File: config.mk
export PLATFORM = sky130hd
export DESIGN_NAME = vbie_dict
export DESIGN_NICKNAME = d
export VERILOG_FILES = /design/src/sv/vbie_pkg.sv /design/src/sv/vbie_dict.sv
export SDC_FILE = /design/constraint.sdc
export NUM_CORES = 2
export LEC_CHECK = 0
export BUFFER_PORTS_ARGS = -buffer_cell sky130_fd_sc_hd__buf_2
export CAP_MARGIN = 10
export CORE_MARGIN = 2
export CORE_UTILIZATION = 60
export CTS_BUF_LIST = sky130_fd_sc_hd__clkbuf_2
export CTS_CLUSTER_DIAMETER = 100
export DETAILED_ROUTE_END_ITERATION = 7
export PLACE_DENSITY = 0.81
export SKIP_LAST_GASP = 1
export SYNTH_ARGS = -nofsm -noshare
export SYNTH_HDL_FRONTEND = slang
export SYNTH_SLANG_ARGS = --single-unit
File: constraint.sdc
create_clock -name clk -period 5.7 [get_ports clk]
set_input_delay 0.285 -clock clk [delete_from_list [all_inputs] [get_ports clk]]
set_output_delay 0.285 -clock clk [all_outputs]
set_load 0.02 [all_outputs]
File: src/sv/vbie_pkg.sv
`default_nettype none

package vbie_pkg;

	// default sizes handed to the top level parameters
	localparam int MAX_KEYS_DEF  = 16;
	localparam int KEY_BYTES_DEF = 8;

	// fixed geometry of slots and bitmap words
	localparam int MAX_SLOTS     = 1024;
	localparam int WORD_W        = 64;
	localparam int WORD_LOG2     = $clog2(WORD_W);
	localparam int WORDS_PER_KEY = MAX_SLOTS / WORD_W;
	localparam int WSEL_W        = $clog2(WORDS_PER_KEY);
	localparam int PCNT_W        = $clog2(WORD_W + 1);

	// field widths
	localparam int ACT_W     = 2;
	localparam int KEY_W     = 64;
	localparam int LEN_W     = 4;
	localparam int SLOT_W    = 10;
	localparam int STAT_W    = 2;
	localparam int CNT_W     = 11;
	localparam int LIMIT_W   = 5;
	localparam int CFG_W     = 11;
	localparam int CFG_IDX_W = 2;

	localparam logic [LIMIT_W-1:0] VALUE_LIMIT_RST = LIMIT_W'(16);

	// the two fixed keys of bool mode
	localparam logic [KEY_W-1:0] BOOL_KEY_F = KEY_W'(8'h00);
	localparam logic [KEY_W-1:0] BOOL_KEY_T = KEY_W'(8'h01);

	typedef enum logic [ACT_W-1:0] {
		ACT_SET   = 2'd0,
		ACT_CLEAR = 2'd1,
		ACT_TEST  = 2'd2,
		ACT_COUNT = 2'd3
	} vbie_act_t;

	typedef enum logic [STAT_W-1:0] {
		STAT_OK       = 2'd0,
		STAT_BAD_SLOT = 2'd1,
		STAT_REJECT   = 2'd2
	} vbie_stat_t;

	typedef enum logic [CFG_IDX_W-1:0] {
		REG_VALUE_LIMIT = 2'd0,
		REG_SLOT_COUNT  = 2'd1,
		REG_BOOL_MODE   = 2'd2
	} vbie_reg_t;

	typedef enum logic [2:0] {
		ST_CLEAR,
		ST_IDLE,
		ST_MATCH,
		ST_RMW,
		ST_COUNT,
		ST_OUT
	} vbie_state_t;

	// dictionary lookup status toward the sequencer
	typedef struct packed {
		logic hit;
		logic full;
	} vbie_look_t;

	// keep only the valid key bytes
	function automatic logic [KEY_W-1:0] byte_mask(input logic [LEN_W-1:0] len);
		logic [KEY_W-1:0] m;
		m = '0;
		for (int b = 0; b < KEY_W / 8; b++) begin
			if (LEN_W'(b) < len) begin
				m[8*b +: 8] = 8'hff;
			end
		end
		return m;
	endfunction

	// number of set bits in one bitmap word: per-byte counts, then an adder tree
	function automatic logic [PCNT_W-1:0] popcount(input logic [WORD_W-1:0] w);
		logic [3:0] part [8];
		logic [4:0] half [4];
		logic [5:0] quad [2];
		for (int b = 0; b < 8; b++) begin
			part[b] = '0;
			for (int i = 0; i < 8; i++) begin
				part[b] = part[b] + 4'(w[8*b + i]);
			end
		end
		for (int j = 0; j < 4; j++) begin
			half[j] = 5'(part[2*j]) + 5'(part[2*j + 1]);
		end
		for (int k = 0; k < 2; k++) begin
			quad[k] = 6'(half[2*k]) + 6'(half[2*k + 1]);
		end
		return PCNT_W'(quad[0]) + PCNT_W'(quad[1]);
	endfunction

endpackage

`default_nettype wire

File: src/sv/vbie_dict.sv
`default_nettype none

module vbie_dict #(
	parameter int MAX_KEYS  = vbie_pkg::MAX_KEYS_DEF,
	parameter int KEY_BYTES = vbie_pkg::KEY_BYTES_DEF
) (
	input  logic                          clk,
	input  logic                          arst_n,
	input  logic [vbie_pkg::KEY_W-1:0]    key,
	input  logic [vbie_pkg::LEN_W-1:0]    len,
	input  logic                          bool_mode,
	input  logic [vbie_pkg::LIMIT_W-1:0]  value_limit,
	input  logic                          append,
	output vbie_pkg::vbie_look_t          look,
	output logic [$clog2(MAX_KEYS)-1:0]   idx
);
	import vbie_pkg::*;

	localparam int IW   = $clog2(MAX_KEYS);
	localparam int KCW  = $clog2(MAX_KEYS + 1);
	localparam int KW   = 8 * KEY_BYTES;
	localparam int CMPW = (KCW > LIMIT_W) ? KCW : LIMIT_W;

	logic [KW-1:0]    dict_key_q [MAX_KEYS];
	logic [LEN_W-1:0] dict_len_q [MAX_KEYS];
	logic [KCW-1:0]   key_count_q;

	logic [KEY_W-1:0]    mkey;
	logic                len_ok;
	logic [MAX_KEYS-1:0] match;
	logic [IW-1:0]       match_idx;
	logic                is_f;
	logic                is_t;

	// masked key and length check
	always_comb begin
		mkey   = key & byte_mask(len);
		len_ok = (len <= LEN_W'(KEY_BYTES));
		is_f   = (len == LEN_W'(1)) && (mkey == BOOL_KEY_F);
		is_t   = (len == LEN_W'(1)) && (mkey == BOOL_KEY_T);
	end

	// compare against every filled entry
	always_comb begin
		for (int i = 0; i < MAX_KEYS; i++) begin
			match[i] = len_ok && (KCW'(i) < key_count_q) && (dict_len_q[i] == len) &&
				(dict_key_q[i] == mkey[KW-1:0]);
		end
	end

	// lowest matching entry
	always_comb begin
		match_idx = '0;
		for (int i = MAX_KEYS - 1; i >= 0; i--) begin
			if (match[i]) begin
				match_idx = IW'(i);
			end
		end
	end

	// lookup result; outside bool mode a miss points at the next free entry
	always_comb begin
		look.full = bool_mode || !len_ok ||
			(CMPW'(key_count_q) >= CMPW'(value_limit)) ||
			(key_count_q >= KCW'(MAX_KEYS));
		if (bool_mode) begin
			look.hit = is_f || is_t;
			idx      = is_t ? IW'(1) : '0;
		end else begin
			look.hit = |match;
			idx      = (|match) ? match_idx : key_count_q[IW-1:0];
		end
	end

	// entry storage
	always_ff @(posedge clk) begin
		if (append) begin
			dict_key_q[key_count_q[IW-1:0]] <= mkey[KW-1:0];
			dict_len_q[key_count_q[IW-1:0]] <= len;
		end
	end

	// fill count
	always_ff @(posedge clk or negedge arst_n) begin
		if (!arst_n) begin
			key_count_q <= '0;
		end else if (append) begin
			key_count_q <= key_count_q + KCW'(1);
		end
	end

endmodule

`default_nettype wire

==> results.json <==
{
  "synth_top_cell_by_area": "edfxtp_1",
  "place_hpwl_um": 153000,
  "ff2ff_setup_slack_ns": 2.61,
  "ioPinCount": 83,
  "reg2reg_depth": 6,
  "syn_to_final_growth_pct": 13.5,
  "hold_class": "input port to register",
  "synth_cells": 3800,
  "max_freq_ghz": 0.170,
  "synth_warnings": 0,
  "slowest_stage": "dlygate4sd3_1",
  "gr-usage-met2_pct": 71.8,
  "synthArstFlopShare_pct": 0.457,
  "initial_core_util_pct": 60.3,
  "overflow": 0,
  "outcome": "complete, but fails checks",
  "drt_iter0_drc": 8140,
  "synth.distinct_cells": 92,
  "top_usage_layer": "met2",
  "hold_viol_final": 0,
  "whs_path_depth": 3,
  "cts_sinks": 1093,
  "die_h_um": 296,
  "grt_pass1_wl_um": 298000,
  "holdPathEnd": "dict_len_q[12][0]$_DFFE_PP_",
  "path_clk_slew_ns": 0.11,
  "drt-total-wl_um": 222000,
  "drtAntennaViolNets": 0,
  "synth_edf_count": 1088,
  "drv_slew": 0,
  "use_met3_pct": 19.5,
  "gp_congestion": 1.11,
  "syn_nets": 3886,
  "synth-seq-cells": 1093,
  "critPathMaxFanout": 10,
  "power_per_cell_area_nw_per_um2": 331,
  "hold_start": "len[0]",
  "crit_top_cell": "buf_4",
  "track_usage_pct": 50.7,
  "met1_usage_pct": 63.4,
  "grt_max_degree": 69,
  "utilization_pct": 68.4,
  "clockBufferDepth": 4,
  "worstPathArrival_ns": 5.59,
  "worstSetupPathType": "input port to output port",
  "cts_buffers": 296,
  "first_global_vias": 37500,
  "cp-start-kind": "input port",
  "final_nets": 4415,
  "regArea_um2": 32800,
  "synth_area_leaders": "edfxtp_1 64%, xnor2_1 6.8%, xor2_1 6.2%",
  "remaining_drc_errors": 0,
  "critPathMaxStageDelay_ns": 0.83,
  "leakagePower_nw": 19.9,
  "netlist.area_leader.share_pct": 63.8,
  "row_count": 107,
  "ir_drop_mv": 0.272,
  "core_um2": 84900,
  "setup_ws_ns": -0.176,
  "place_ws_ns": 0.158,
  "vias_per_cell": 7.13,
  "multi_input_area_um2": 17600,
  "power.total_mw": 19.2,
  "synth_area_um2": 51200,
  "first_pass_iters": 7,
  "reg2reg_to": "dict_key_q[14][44]$_DFFE_PP_",
  "synth_most_common_cell": "edfxtp_1",
  "h-tree-depth": 5,
  "setup_violations": 5,
  "regToRegStartpoint": "key_count_q[0]$_DFFE_PN0P_",
  "avgSynthCellArea_um2": 13.5,
  "ys.flop_type": "edfxtp_1",
  "die_w_um": 296,
  "synthTopCellsByCount": "1088 x edfxtp_1, 395 x xnor2_1, 365 x xor2_1",
  "fillCellCount": 6148,
  "root_buffer": "clkbuf_2",
  "cp.required_ns": 5.41,
  "vias": 40300,
  "cp-end-kind": "output port",
  "finalCritPeriodShare_pct": 103,
  "routedWlPerCell_um": 39.3,
  "violations": "negative setup slack",
  "relSlewSlack_pct": 12.0,
  "die-area_um2": 87600,
  "min_period_ns": 5.88,
  "rsz0062_at_grt": "yes",
  "tightest_slew_ns": 1.32,
  "fin_worst_skew_ns": 0.107,
  "crit_chain": "buf_4 > dlygate4sd3_1 > buf_4 > o21a_1 > o21ai_1 > buf_4 > xnor2_1 > nor4_1 > buf_4 > nand4_1 > nor4_2 > buf_4 > nor4_1 > nand4_1 > buf_12 > o211a_1 > buf_2",
  "max-cap-violations": 0,
  "seq_area_frac_synth_pct": 64.1,
  "cts_tree": "done",
  "antenna_found_initial": 27,
  "clock_latency_ns": 1.70,
  "numPortBuffers": 82,
  "drive_gt1_share_pct": 19.6
}
[through the flow]
step                hold WS [ns]  std cells  area [um2]  setup TNS (ns)
finish                     0.114       5655       58100          -0.500
CTS                      0.00394       5635       57800         -0.0162
detailed placement         0.116       5090       54600               0
floorplan                -0.0106       3800       51200               0
global placement           0.113       5089       54600               0
global route              0.0677       5650       58000         -0.0995
[worst max-delay path: cells and delay by family]
family / cells / cell delay, ns
AO/OA/AOI/OAI: 3 / 0.97
XOR/XNOR: 1 / 0.13
buffers and inverters: 8 / 2.41
AND/OR/NAND/NOR: 5 / 1.76
[sequential cells by signal, summed over array words and instances (netlist names)]
signal,count
dict_key_q,1024
dict_len_q,64
key_count_q,5
[repair_timing]
| item | in CTS | in global routing |
|---|---|---|
| buffers inserted | 3 | 7 |
| resized for setup | 28 | 21 |
| setup endpoints to repair | 5 | 5 |
| pin swaps | 2 | 4 |
| hold endpoints to repair | 1627 | 25 |
| hold buffers | 71 | 4 |
[where the power goes]
part | switching [mW] | internal [mW] | total (mW)
registers | 0.400 | 9.74 | 10.1
clock network | 3.33 | 2.00 | 5.32
logic | 2.74 | 1.03 | 3.77
[how the worst max path moves through the flow]
| stage | from | endpoint | cells after the start |
|---|---|---|---|
| floorplan | key_count_q[0]$_DFFE_PN0P_ | dict_key_q[10][0]$_DFFE_PP_ | 5 |
| global placement | len[1] | idx[0] | 15 |
| detailed placement | len[0] | idx[0] | 13 |
| CTS | dict_key_q[10][12]$_DFFE_PP_ | idx[0] | 11 |
| global route | len[1] | idx[0] | 16 |
| finish | len[1] | idx[2] | 17 |
[layer usage]
metal  wire, um  up-vias
met2      90600     4132
met4      22000       26
met1      71100    19300
li1           -    15800
met5        216        -
met3      38000     1081
[layout make-up]
class | count | area share [%]
Sequential cell | 1093 | 56.5
Multi-Input combinational cell | 2399 | 30.3
Timing Repair Buffer | 418 | 5.92
Clock buffer | 412 | 3.55
Tap cell | 1144 | 2.47
Inverter | 121 | 0.782
Clock inverter | 59 | 0.483
Antenna cell | 9 | 0.0388
[cells in the final DEF (no fill, tap or decap), types with 23 or more instances in the layout]
| master | n |
|---|---|
| edfxtp_1 | 1088 |
| clkbuf_2 | 412 |
| xnor2_1 | 395 |
| xor2_1 | 365 |
| buf_4 | 238 |
| nand2_1 | 136 |
| nor4_1 | 128 |
| nand4_1 | 121 |
| a21oi_1 | 117 |
| o21ai_0 | 113 |
| inv_1 | 112 |
| nor2_1 | 107 |
| buf_2 | 80 |
| dlygate4sd3_1 | 72 |
| nand3_1 | 61 |
| nor3_1 | 55 |
| nor2b_1 | 55 |
| and3_1 | 54 |
| o22ai_1 | 52 |
| clkinv_1 | 49 |
| a31oi_1 | 44 |
| nor4bb_1 | 39 |
| nand2b_1 | 34 |
| or4_1 | 29 |
| or3_1 | 28 |
| o2111ai_1 | 24 |
| buf_12 | 24 |
| a22oi_1 | 23 |
[cell families (layout without fill, tap and decap cells)]
group           Yosys count  count (layout)  share of synthesized area [%]
compound gates          646             646                           8.80
xor+xnor                760             760                           13.0
fa+ha+maj                 9               9                          0.220
buf+inv                 308            1010                           2.57
flops                  1093            1093                           64.1
mux                       5               5                          0.105
other cells               0               9                              0
simple gates            979             979                           11.2
Power figures use the tool's default switching activity.
